**config.mk**
```make
export PLATFORM = sky130hd
export DESIGN_NAME = g3ms_ctrl
export DESIGN_NICKNAME = d
export VERILOG_FILES = /design/src/rtl/g3ms_pkg.sv /design/src/rtl/g3ms_ctrl.sv
export SDC_FILE = /design/constraint.sdc
export NUM_CORES = 1
export LEC_CHECK = 0
export BUFFER_PORTS_ARGS = -buffer_cell sky130_fd_sc_hd__buf_2
export CORE_AREA = 3 3 40 42
export CTS_CLUSTER_SIZE = 25
export DETAILED_ROUTE_END_ITERATION = 8
export DIE_AREA = 0 0 43 45
export HOLD_SLACK_MARGIN = 0.1
export PLACE_DENSITY_LB_ADDON = 0.3
export SETUP_SLACK_MARGIN = 0.4
export SLEW_MARGIN = 20
export SYNTH_ARGS = -nofsm -noshare
export SYNTH_HDL_FRONTEND = slang
export SYNTH_SLANG_ARGS = --single-unit
```
**constraint.sdc**
```tcl
create_clock -name clk_i -period 1.5 [get_ports clk_i]
set_input_delay 0.075 -clock clk_i [delete_from_list [all_inputs] [get_ports clk_i]]
set_output_delay 0.075 -clock clk_i [all_outputs]
set_load 0.1 [all_outputs]
```
**src/rtl/g3ms_pkg.sv**
```systemverilog
// Shared types, constants and the reciprocal table of the 3x3 mean smoother.
// Used by every other file of the block but g3ms_ram; depends on nothing.
package g3ms_pkg;

  // Grid limits
  localparam int MaxWidth  = 1024;
  localparam int MaxHeight = 4096;

  // Field widths
  localparam int SampleW     = 16;
  localparam int RowW        = 12;
  localparam int ColW        = 10;
  localparam int CfgWidthW   = 11;
  localparam int CfgHeightW  = 13;
  localparam int CfgDataW    = 13;
  localparam int CfgIdxW     = 2;
  localparam int SumW        = 20;   // nine 16-bit samples
  localparam int CntW        = 4;    // neighbour count 1..9
  localparam int RecipShift  = 24;   // >= SumW + ceil(log2(9))
  localparam int RecipW      = RecipShift + 1;
  localparam int ProdW       = SumW + RecipW;
  localparam int LineDepth   = MaxWidth;

  typedef logic [SampleW-1:0]    sample_t;
  typedef logic [RowW-1:0]       row_t;
  typedef logic [ColW-1:0]       col_t;
  typedef logic [CfgWidthW-1:0]  cfg_width_t;
  typedef logic [CfgHeightW-1:0] cfg_height_t;
  typedef logic [CfgDataW-1:0]   cfg_data_t;
  typedef logic [CfgIdxW-1:0]    cfg_idx_t;
  typedef logic [SumW-1:0]       sum_t;
  typedef logic [CntW-1:0]       cnt_t;
  typedef logic [RecipW-1:0]     recip_t;
  typedef logic [ProdW-1:0]      prod_t;

  // Register indexes
  localparam cfg_idx_t CfgIdxWidth  = cfg_idx_t'(0);
  localparam cfg_idx_t CfgIdxHeight = cfg_idx_t'(1);

  localparam cfg_width_t  CfgWidthRst  = cfg_width_t'(257);
  localparam cfg_height_t CfgHeightRst = cfg_height_t'(257);

  // Which result of a sample: the point up-left, up, left, or the sample's own point
  typedef logic [1:0] res_sel_t;
  localparam res_sel_t ResUpLeft = res_sel_t'(0);
  localparam res_sel_t ResUp     = res_sel_t'(1);
  localparam res_sel_t ResLeft   = res_sel_t'(2);
  localparam res_sel_t ResHere   = res_sel_t'(3);

  // Controller to datapath commands
  typedef struct packed {
    logic     capture;   // take the sample, start line store read
    logic     load;      // line store data back, write line stores
    logic     calc;      // form masked sum and count for sel
    res_sel_t sel;
    logic     last;      // this result ends the word's run
    logic     mul;       // reciprocal multiply
    logic     push;      // load the output register
    logic     advance;   // shift window, step position
  } ctrl_cmd_t;

  typedef struct packed {
    logic [3:0] emit_mask;  // results due, indexed by res_sel_t
    logic       out_busy;   // output register holds an untaken word
  } dp_status_t;

  // ceil(2^RecipShift / d): exact truncated quotient for any SumW-bit dividend
  function automatic recip_t recip(input cnt_t d);
    recip_t r;
    unique case (d)
      cnt_t'(1): r = recip_t'(16777216);
      cnt_t'(2): r = recip_t'(8388608);
      cnt_t'(3): r = recip_t'(5592406);
      cnt_t'(4): r = recip_t'(4194304);
      cnt_t'(5): r = recip_t'(3355444);
      cnt_t'(6): r = recip_t'(2796203);
      cnt_t'(7): r = recip_t'(2396746);
      cnt_t'(8): r = recip_t'(2097152);
      cnt_t'(9): r = recip_t'(1864136);
      default:   r = '0;
    endcase
    return r;
  endfunction

endpackage

```
**src/rtl/g3ms_ctrl.sv**
```systemverilog
// Sequencer of the 3x3 mean smoother: one sample at a time, up to four results.
// Depends on g3ms_pkg; drives g3ms_dpath through ctrl_cmd_t.
module g3ms_ctrl (
  input  logic                 clk_i,
  input  logic                 rst_ni,
  input  logic                 in_valid_i,
  output logic                 in_ready_o,
  input  g3ms_pkg::dp_status_t status_i,
  output g3ms_pkg::ctrl_cmd_t  cmd_o
);

  localparam logic [2:0] StIdle = 3'd0;
  localparam logic [2:0] StLoad = 3'd1;
  localparam logic [2:0] StCalc = 3'd2;
  localparam logic [2:0] StMul  = 3'd3;
  localparam logic [2:0] StPush = 3'd4;

  logic [2:0] state_q, state_d;
  logic [3:0] mask_q, mask_d;
  logic [3:0] rest;
  g3ms_pkg::res_sel_t sel;

  // lowest pending result goes first (raster order)
  always_comb begin
    priority if (mask_q[g3ms_pkg::ResUpLeft]) sel = g3ms_pkg::ResUpLeft;
    else if (mask_q[g3ms_pkg::ResUp])         sel = g3ms_pkg::ResUp;
    else if (mask_q[g3ms_pkg::ResLeft])       sel = g3ms_pkg::ResLeft;
    else                                      sel = g3ms_pkg::ResHere;
    rest      = mask_q;
    rest[sel] = 1'b0;
  end

  always_comb begin
    state_d    = state_q;
    mask_d     = mask_q;
    cmd_o      = '0;
    cmd_o.sel  = sel;
    in_ready_o = (state_q == StIdle);
    unique case (state_q)
      StIdle: begin
        if (in_valid_i) begin
          cmd_o.capture = 1'b1;
          state_d       = StLoad;
        end
      end
      StLoad: begin
        cmd_o.load = 1'b1;
        mask_d     = status_i.emit_mask;
        if (status_i.emit_mask == '0) begin
          cmd_o.advance = 1'b1;
          state_d       = StIdle;
        end else begin
          state_d = StCalc;
        end
      end
      StCalc: begin
        cmd_o.calc = 1'b1;
        cmd_o.last = (rest == '0);
        mask_d     = rest;
        state_d    = StMul;
      end
      StMul: begin
        cmd_o.mul = 1'b1;
        state_d   = StPush;
      end
      StPush: begin
        if (!status_i.out_busy) begin
          cmd_o.push = 1'b1;
          if (mask_q == '0) begin
            cmd_o.advance = 1'b1;
            state_d       = StIdle;
          end else begin
            state_d = StCalc;
          end
        end
      end
      default: begin
        state_d = StIdle;
      end
    endcase
  end

  always_ff @(posedge clk_i or negedge rst_ni) begin
    if (!rst_ni) begin
      state_q <= StIdle;
      mask_q  <= '0;
    end else begin
      state_q <= state_d;
      mask_q  <= mask_d;
    end
  end

endmodule

```
# Word-level counts from Yosys, hierarchy flattened

Cells that the tools add are included.

Register bits: 7
Input bits: 8
Output and inout port bits: 10

Reductions and logical operators: 7
Magnitude comparators: 2
Bitwise operators: 2
Equality and inequality tests: 6
Mux-type cells: 22

Operators by type and width:

| operator                                                              | number |
|---|---|
| 3-bit case mux with 5 select lines                                    | 1 |
| 4-bit logical NOT                                                     | 3 |
| 1-bit 2-to-1 mux                                                      | 11 |
| 2-bit 2-to-1 mux                                                      | 5 |
| 4-bit case mux with 2 select lines                                    | 1 |
| 3-bit by 2-bit == test with 1-bit output, second input constant       | 2 |
| 3-bit 2-to-1 mux                                                      | 2 |
| 4-bit AND                                                             | 1 |
| 2-bit != test, second input constant                                  | 2 |
| 4-bit inverter                                                        | 1 |
| 3-bit by 1-bit == test with 1-bit output, second input constant       | 1 |
| 3-bit == test, second input constant                                  | 1 |
| 3-bit logical NOT                                                     | 1 |
| 2-bit by 3-bit < comparator with 1-bit output, second input constant  | 1 |
| 1-bit demux with 2-bit select                                         | 1 |
| 2-bit by 1-bit >= comparator with 1-bit output, second input constant | 1 |
| 1-bit case mux with 2 select lines                                    | 1 |
| 2-bit AND reduction                                                   | 1 |
| 2-bit nonzero test                                                    | 1 |
| 1-bit logical AND                                                     | 1 |

# Depth between registers and ports, before layout

Gate-level depths: netlist of run 1.

Depth after elaboration: 11
Mapped depth: 4
Gate-level depth less buffers: 4

# Least setup slack after synthesis of run 1

OpenSTA, ideal clock, no wires.

Path kind: register to output
Start point: register state_q[2]
End point: output port cmd_o[8] (netlist name)
Buffers on the path: 0
Data required time: 1.425 ns
Slack: -2.102 ns
Cell stages (with the launch flop): 3
Arrival time: 3.527 ns
Cells stage by stage: dfrtp_1 nor3_1 and2_1

RTL lines:

| what                   | RTL line        | text |
|---|---|---|
| from (decl)            | g3ms_ctrl.sv:18 | `logic [2:0] state_q, state_d;` |
| from (signal assigned) | g3ms_ctrl.sv:85 | `state_q <= StIdle;` |
| from (signal assigned) | g3ms_ctrl.sv:88 | `state_q <= state_d;` |
| to (decl)              | g3ms_ctrl.sv:9  | `output g3ms_pkg::ctrl_cmd_t cmd_o` |

==> impl_metrics.ini, run 1 <==
[timing]
rsz0062_at_grt = true
worst_pin_slew_ns = 0.610
report.final.slew_viol_count = 0
timing.final.ws_setup_ns = -0.110
finalHoldViolations = 0
setup_viol = 5
period_share = 1.07
min_period_ns = 1.61
slew_headroom = 0.590
hold_ws_ns = 0.0984
finalClockSkew_ns = 0.00336
fmax_mhz = 621

[hold_path]
hold_path.class = primary input to flip-flop

[floorplanning]
die_area_um2 = 1940
ios = 18
core_um2 = 1280
die-width_um = 43
start_util = 0.334
die_h_um = 45
num_rows = 13

[yosys]
synth.avg_cell_area_um2 = 9.98
synth_area_leaders = dfrtp_1, mux2i_1, a22o_1, nor3_1, nor2_1
yosysTopAreaCellShare = 0.408
synth.mux.area_fraction = 0.0700
synthAdderAreaFrac = 0.0233
syn-instance-count = 43
synth-compound-area-share = 0.178
ys_types = 23
synth_area_leader_cell = dfrtp_1
synth_top_family_by_area = simple AND/OR/NAND/NOR gates
synthSimpleGateAreaFrac = 0.283
ys_seq_elements = 7
seq_area_frac_synth = 0.408
ys_warn_count = 0
synth-xor-area-share = 0
synth_nets = 51
syn-cell-area_um2 = 429

[global_routing]
grt_max_degree = 10
grt_pass1_vias = 568
grt-ovfl-total = 0
grt_usage = 0.190
grt_pass1_wl_um = 2540
grt_antenna_before_repair = 0

[routing]
vias = 549
ant_nets = 0
vias_per_cell = 5.08
drc = 0
wire_per_inst_um = 16.1
first_pass_iters = 4
drt_wl_total_um = 1740
first_iter_violations = 2

[placed_design]
gp_congestion = 0.800
hpwl_um = 910
placed_area_um2 = 783
portBuffers = 17

[setup_path]
end_kind = output pin
worst-setup-path-type = flip-flop to output pin
cp_max_fo = 3
critPathLaunchType = flip-flop
arrival_ns = 1.54
critPathRequiredTime_ns = 1.42

[status]
status = complete, but fails checks
violations = setup timing

[clock_tree]
cts_buffer_depth = 2
clk_pin_slew_worst_paths_ns = 0.06
cts_tree = built
numCtsBuffers = 3
root_buffer = clkbuf_4
clock_latency_ns = 0.26
h-tree-depth = 1
clock-sinks = 7

[finish]
fin_util = 0.857
num_antenna_cells = 0
drive_gt1_frac = 0.731
area_delta_synth_final_pct = 157
finalInstanceArea_um2 = 1100
nets = 102

[run]
cap_viol_max_count = 0
[state kept, by name (all words and copies together), names as in the netlist]
| signal | count |
|---|---|
| state_q | 3 |
| mask_q | 4 |
[per-layer routing]
layer  part of all wire  up-vias  global-route usage
li1                   -      262                   -
met1               0.38      265               0.187
met2               0.56       18               0.350
met3              0.040        4              0.0239
met4              0.028        0               0.163
met5                  0        -                   0
[cell families after synthesis]
kind of cell / after synthesis
flip-flops: 7
AO/OA/AOI/OAI: 10
AND/OR/NAND/NOR: 19
buffers and inverters: 3
adder cells (fa/ha/maj): 1
multiplexers: 3
[metrics by stage]
step	cells	setup slack [ns]	TNS [ns]
after floorplan	43	-0.505	-3.50
after global placement	82	0.123	0
after detailed placement	82	0.0999	0
after CTS	103	-0.107	-0.218
after global routing	108	-0.138	-0.481
final	108	-0.110	-0.256
[final cells by class]
type                    count  area (um2)
inverters                   3        26.3
repair buffers             46         517
well taps                  15        18.8
fillers                    65         184
clock buffers               3        22.5
flip-flops and latches      7         181
multi-input cells          33         330
clock inverters             1        5.00
[worst paths after layout]
| path | from | end | slack, ns | depth (start not counted) |
|---|---|---|---|---|
| setup / recovery | state_q[1] | cmd_o[0] | -0.11 | 4 |
| min in group asynchronous | rst_ni | state_q[2] | 0.18 | 2 |
| hold / removal | status_i[0] | state_q[2] | 0.1 | 3 |
| setup reg to reg | state_q[1] | mask_q[3] | 0.04 | 5 |
| max in group asynchronous | rst_ni | state_q[1] | 1.15 | 2 |
| hold reg to reg | state_q[2] | state_q[0] | 0.62 | 2 |
[cells in the final DEF (no fill, tap or decap), types with 2 or more instances in the layout]
master,instances
nor2_1,2
mux2i_1,3
nor3_1,3
dlygate4sd3_1,6
buf_6,11
dfrtp_2,5
clkbuf_4,3
nor2_4,3
or3b_4,2
buf_2,7
a22o_1,3
dfrtp_1,2
buf_4,11
buf_12,10
[critical path, stage by stage (launching register included)]
cell and delay [ns]:
dfrtp_2 0.43, or3b_4 0.43, nor2_4 0.12, a22o_4 0.13, buf_12 0.16
[synth_stat cells]
| master | count |
|---|---|
| mux2i_1 | 3 |
| nor2_1 | 5 |
| nor4_1 | 2 |
| or3b_1 | 1 |
| o22ai_1 | 1 |
| dfrtp_1 | 7 |
| nand2_1 | 1 |
| or3b_4 | 1 |
| a21oi_1 | 1 |
| o21ai_0 | 1 |
| maj3_1 | 1 |
| nor2_2 | 1 |
| o22a_1 | 1 |
| nor3b_4 | 1 |
| o21bai_1 | 1 |
| and2_1 | 1 |
| nor3_1 | 5 |
| a22o_2 | 1 |
| o21a_1 | 1 |
| inv_1 | 2 |
| clkinv_4 | 1 |
| and3b_2 | 1 |
| a22o_1 | 3 |
[what timing repair did]
action / in CTS / in global routing
gates resized for setup: 17 / 13
hold buffers: 6 / 0
pin swaps: 11 / 11
setup endpoints to repair: 16 / 16
endpoints found under the hold margin: 12 / 0
setup buffers: 11 / 5
Power of run 1 is not shown: default switching activity piles up to over one toggle a cycle in this logic, so the estimate is an artifact.
==> inputs of run 2 (changes only) <==
- BUFFER_PORTS_ARGS: -buffer_cell sky130_fd_sc_hd__buf_2 -> -buffer_cell sky130_fd_sc_hd__buf_4
==> run 2 against run 1 <==
  * Worst hold slack gained 0.066 ns
  * Core utilization grew 0.49 points
  * Worst setup slack gained 0.0042 ns
  * Cell area grew 0.57%
  * Final cell count grew 0.93%
  * Highest routed layer unchanged
  * Clock-buffer cell count grew 1
  * Sequential cell count is the same
  * Fmax grew 0.26%
  * Routed wire length grew 3.4%
  * The flow still finishes with violations (setup timing)
==> impl_metrics.ini, run 2 (same netlist as run 1, synthesis figures left out) <==
[finish]
regMostFlops = mask_q
final_cell_mix = buf_4, buf_6, buf_12
drive_gt1_frac = 0.681
largest_reg_flops = 4
finalInstanceArea_um2 = 1110
reg.largest.list = mask_q x4, state_q x3
nets = 103
final_common_cell = buf_4
area_delta_synth_final_pct = 158
num_antenna_cells = 0

[setup_path]
path_cells = or3b_4, clkinv_8, a22o_4, buf_12
arrival_ns = 1.53
crit_buf_inv = 2
cp_max_fo = 9
critPathTopFamily = simple AND/OR/NAND/NOR gates
critPathRequiredTime_ns = 1.42
critPathSlowestCell = or3b_4
worst-setup-path-type = flip-flop to output pin
critPathLaunchType = flip-flop
cp_slowest_stage_delay_ns = 0.45
end_kind = output pin

[routing]
first_pass_iters = 4
drc = 0
vias = 579
first_iter_violations = 17
vias_per_cell = 5.31
wire_per_inst_um = 16.5
drt_wl_total_um = 1800
ant_nets = 0

[timing]
rsz0062_at_grt = true
setup_viol = 4
worst_pin_slew_ns = 0.304
fmax_mhz = 623
slew_headroom = 0.796
finalHoldViolations = 0
finalClockSkew_ns = 0.000709
min_period_ns = 1.61
period_share = 1.07
timing.final.ws_setup_ns = -0.106
fin_setup_tns_ns = -0.224
report.final.slew_viol_count = 0

[floorplanning]
die-width_um = 43
die_h_um = 45
num_rows = 13
ios = 18
start_util = 0.334
die_area_um2 = 1940
core_um2 = 1280

[clock_tree]
clk_pin_slew_worst_paths_ns = 0.05
cts_buffer_depth = 2
cts_tree = built
root_buffer = clkbuf_4
clock-sinks = 7
clock_latency_ns = 0.26
numCtsBuffers = 3
h-tree-depth = 1

[run]
cap_viol_max_count = 0

[global_routing]
grt_usage = 0.218
gr-usage-met2 = 0.398
met1_usage = 0.210
grt_pass1_vias = 657
grt_antenna_before_repair = 0
grt_use_met3 = 0.0797
grt_max_degree = 10
busiest_layer = met2
grt-ovfl-total = 0
grt_pass1_wl_um = 2970

[status]
violations = setup timing
status = complete, but fails checks

[placed_design]
placed_area_um2 = 713
gp_congestion = 0.739
portBuffers = 17
hpwl_um = 965

[hold_path]
hold_path.class = primary input to asynchronous set/reset pin
run 2: changes by cell type in the layout (fill, tap and decap cells not counted), sizes merged:
cell	previous run	this run
clkbuf	3	4
clkinv	2	1
dlygate4sd3	6	7
run 2: routing by layer:
layer | vias to the layer above | share of wire
li1 | 263 | -
met1 | 282 | 0.36
met2 | 26 | 0.52
met3 | 8 | 0.082
met4 | 0 | 0.035
met5 | - | 0
run 2: per-stage QoR:
stage	hold slack [ns]	utilization	std cells	setup slack (ns)
after detailed placement	-0.106	0.555	85	0.0517
after global placement	-0.110	0.555	85	0.0843
final	0.164	0.862	109	-0.106
after floorplan	-0.221	-	43	-0.505
after CTS	0.150	0.826	106	-0.0922
after global routing	0.184	0.862	109	-0.149
run 2: cell type report:
cell class,count,area (um2)
flip-flops and latches,7,179
repair buffers,47,541
well taps,15,18.8
fillers,62,178
multi-input cells,33,314
clock buffers,4,26.3
inverters,3,28.8
run 2: repair_timing:
action	in CTS	in global routing
endpoints found under the hold margin	13	0
gates resized for setup	45	6
pin swaps	12	12
hold buffers	7	0
setup endpoints to repair	16	16
buffers inserted	10	3
run 2: path summary, 6_finish.rpt:
kind	from	to	cells past startpoint	slack [ns]
setup / recovery	state_q[2]	cmd_o[0]	4	-0.11
hold / removal	rst_ni	mask_q[0]	2	0.16
setup reg to reg	state_q[1]	state_q[1]	6	-0.02
hold reg to reg	state_q[0]	state_q[0]	2	0.61
max in group asynchronous	rst_ni	state_q[1]	2	1.20
min in group clk_i	in_valid_i	state_q[1]	4	0.22
run 2: worst register-to-register path, cell delays in order (launching register included):
cell and delay, ns:
dfrtp_2 0.42, or3b_4 0.42, buf_4 0.15, buf_6 0.10
buf_6 0.11, o22ai_2 0.10, o22a_1 0.15
Power of run 2 is left out for the same reason.
==> inputs of run 3 (changes only) <==
- SKIP_LAST_GASP: not set -> 1
==> run 3 against run 2 <==
  * The run still ends with setup timing left
  * Sequential cell count is the same
  * Clock skew is essentially flat
  * Non-clock buffer count grew 1
  * First-iteration DRC count shrank 29%
  * Global-route usage is the same
  * Core utilization grew 0.58 points
  * Register-to-register slack is essentially flat
  * Largest cell class unchanged
==> impl_metrics.ini, run 3 (same netlist as run 1, synthesis figures left out) <==
[global_routing]
grt_max_degree = 10
grt_antenna_before_repair = 0
grt_usage = 0.218
grt-ovfl-total = 0
grt_pass1_vias = 657
grt_pass1_wl_um = 2970

[finish]
fin_cells = 110
final_cell_mix = buf_4, buf_6, buf_12
num_antenna_cells = 0
n_fill_cell = 61
largest_reg_flops = 4
reg.largest.list = mask_q x4, state_q x3
final_common_cell = buf_4
area_delta_synth_final_pct = 160
regMostFlops = mask_q
nets = 104
drive_gt1_frac = 0.684

[setup_path]
end_kind = output pin
path_cells = or3b_4, clkinv_8, a22o_4, buf_12
critPathSlowestCell = or3b_4
critPathTopFamily = simple AND/OR/NAND/NOR gates
reg2reg_to = state_q[1]
critPathLaunchType = flip-flop
startpoint = state_q[2]
cp_slowest_stage_delay_ns = 0.45
critPathRequiredTime_ns = 1.42
worst-setup-path-type = flip-flop to output pin
cp_max_fo = 9
cp_num_cells = 4
arrival_ns = 1.53
r2r_start = state_q[1]
endpoint = cmd_o[0]
crit_buf_inv = 2
reg2reg_depth = 6
r2r_slack_ns = -0.02

[routing]
ant_nets = 0
wire_per_inst_um = 16.8
drc = 0
vias = 595
drt_wl_total_um = 1850
first_pass_iters = 4
first_iter_violations = 12
vias_per_cell = 5.41

[timing]
worst_pin_slew_ns = 0.293
rsz0062_at_grt = true
setup_viol = 4
timing.final.ws_setup_ns = -0.106
period_share = 1.07
slew_headroom = 0.803
finalHoldViolations = 0
report.final.slew_viol_count = 0
finalClockSkew_ns = 0.000310
fmax_mhz = 623
min_period_ns = 1.61

[placed_design]
numPlacedInstances = 85
portBuffers = 17
gp_congestion = 0.739
hpwl_um = 965

[clock_tree]
root_buffer = clkbuf_4
cts_buffer_depth = 2
clock_latency_ns = 0.26
cts_tree = built
numCtsBuffers = 3
h-tree-depth = 1
clock-sinks = 7
clk_pin_slew_worst_paths_ns = 0.05

[status]
status = complete, but fails checks
violations = setup timing

[floorplanning]
die_area_um2 = 1940
core_um2 = 1280
start_util = 0.334
die-width_um = 43
die_h_um = 45
num_rows = 13
ios = 18

[run]
cap_viol_max_count = 0

[hold_path]
hold_path.class = primary input to asynchronous set/reset pin
run 3: cell types whose count changed in the layout (fill, tap and decap cells not counted), sizes merged:
cell | previous run | this run
buf | 40 | 41
run 3: repair_timing:
item | CTS | global route
endpoints found under the hold margin | 13 | 0
gates resized for setup | 44 | 7
pin swaps | 12 | 13
hold buffers | 7 | 0
endpoints found under the setup margin | 16 | 16
buffers inserted | 10 | 4
run 3: how the worst min path moves through the flow:
stage               slack (ns)    endpoint   start
finish                    0.16   mask_q[0]  rst_ni
global route              0.18   mask_q[3]  rst_ni
CTS                       0.15   mask_q[1]  rst_ni
detailed placement       -0.11  state_q[2]  rst_ni
global placement         -0.11   mask_q[0]  rst_ni
floorplan                -0.22   mask_q[0]  rst_ni
run 3: layer usage:
| metal | track usage | part of all wire | wire length, um | up-vias |
|---|---|---|---|---|
| li1 | - | - | - | 266 |
| met1 | 0.210 | 0.37 | 691 | 290 |
| met2 | 0.398 | 0.53 | 975 | 33 |
| met3 | 0.0797 | 0.070 | 129 | 6 |
| met4 | 0.133 | 0.026 | 48 | 0 |
| met5 | 0 | 0 | 0 | - |
run 3: area by class of cell:
class / instances / area [um2] / area share
multi-input combinational: 33 / 314 / 0.282
tap: 15 / 18.8 / 0.0168
clock buffer: 4 / 26.3 / 0.0236
timing repair buffer: 48 / 548 / 0.492
inverter: 3 / 28.8 / 0.0258
sequential: 7 / 179 / 0.160
run 3: per-stage QoR:
step	setup TNS [ns]	setup WS (ns)	hold WS (ns)	cell area, um2	utilization
after floorplan	-3.50	-0.505	-0.221	492	-
after global placement	0	0.0843	-0.110	713	0.555
after detailed placement	0	0.0517	-0.106	713	0.555
after CTS	-0.199	-0.0922	0.150	1060	0.823
after global routing	-0.589	-0.149	0.184	1110	0.868
final	-0.230	-0.106	0.164	1110	0.868
Power of run 3 is left out for the same reason.
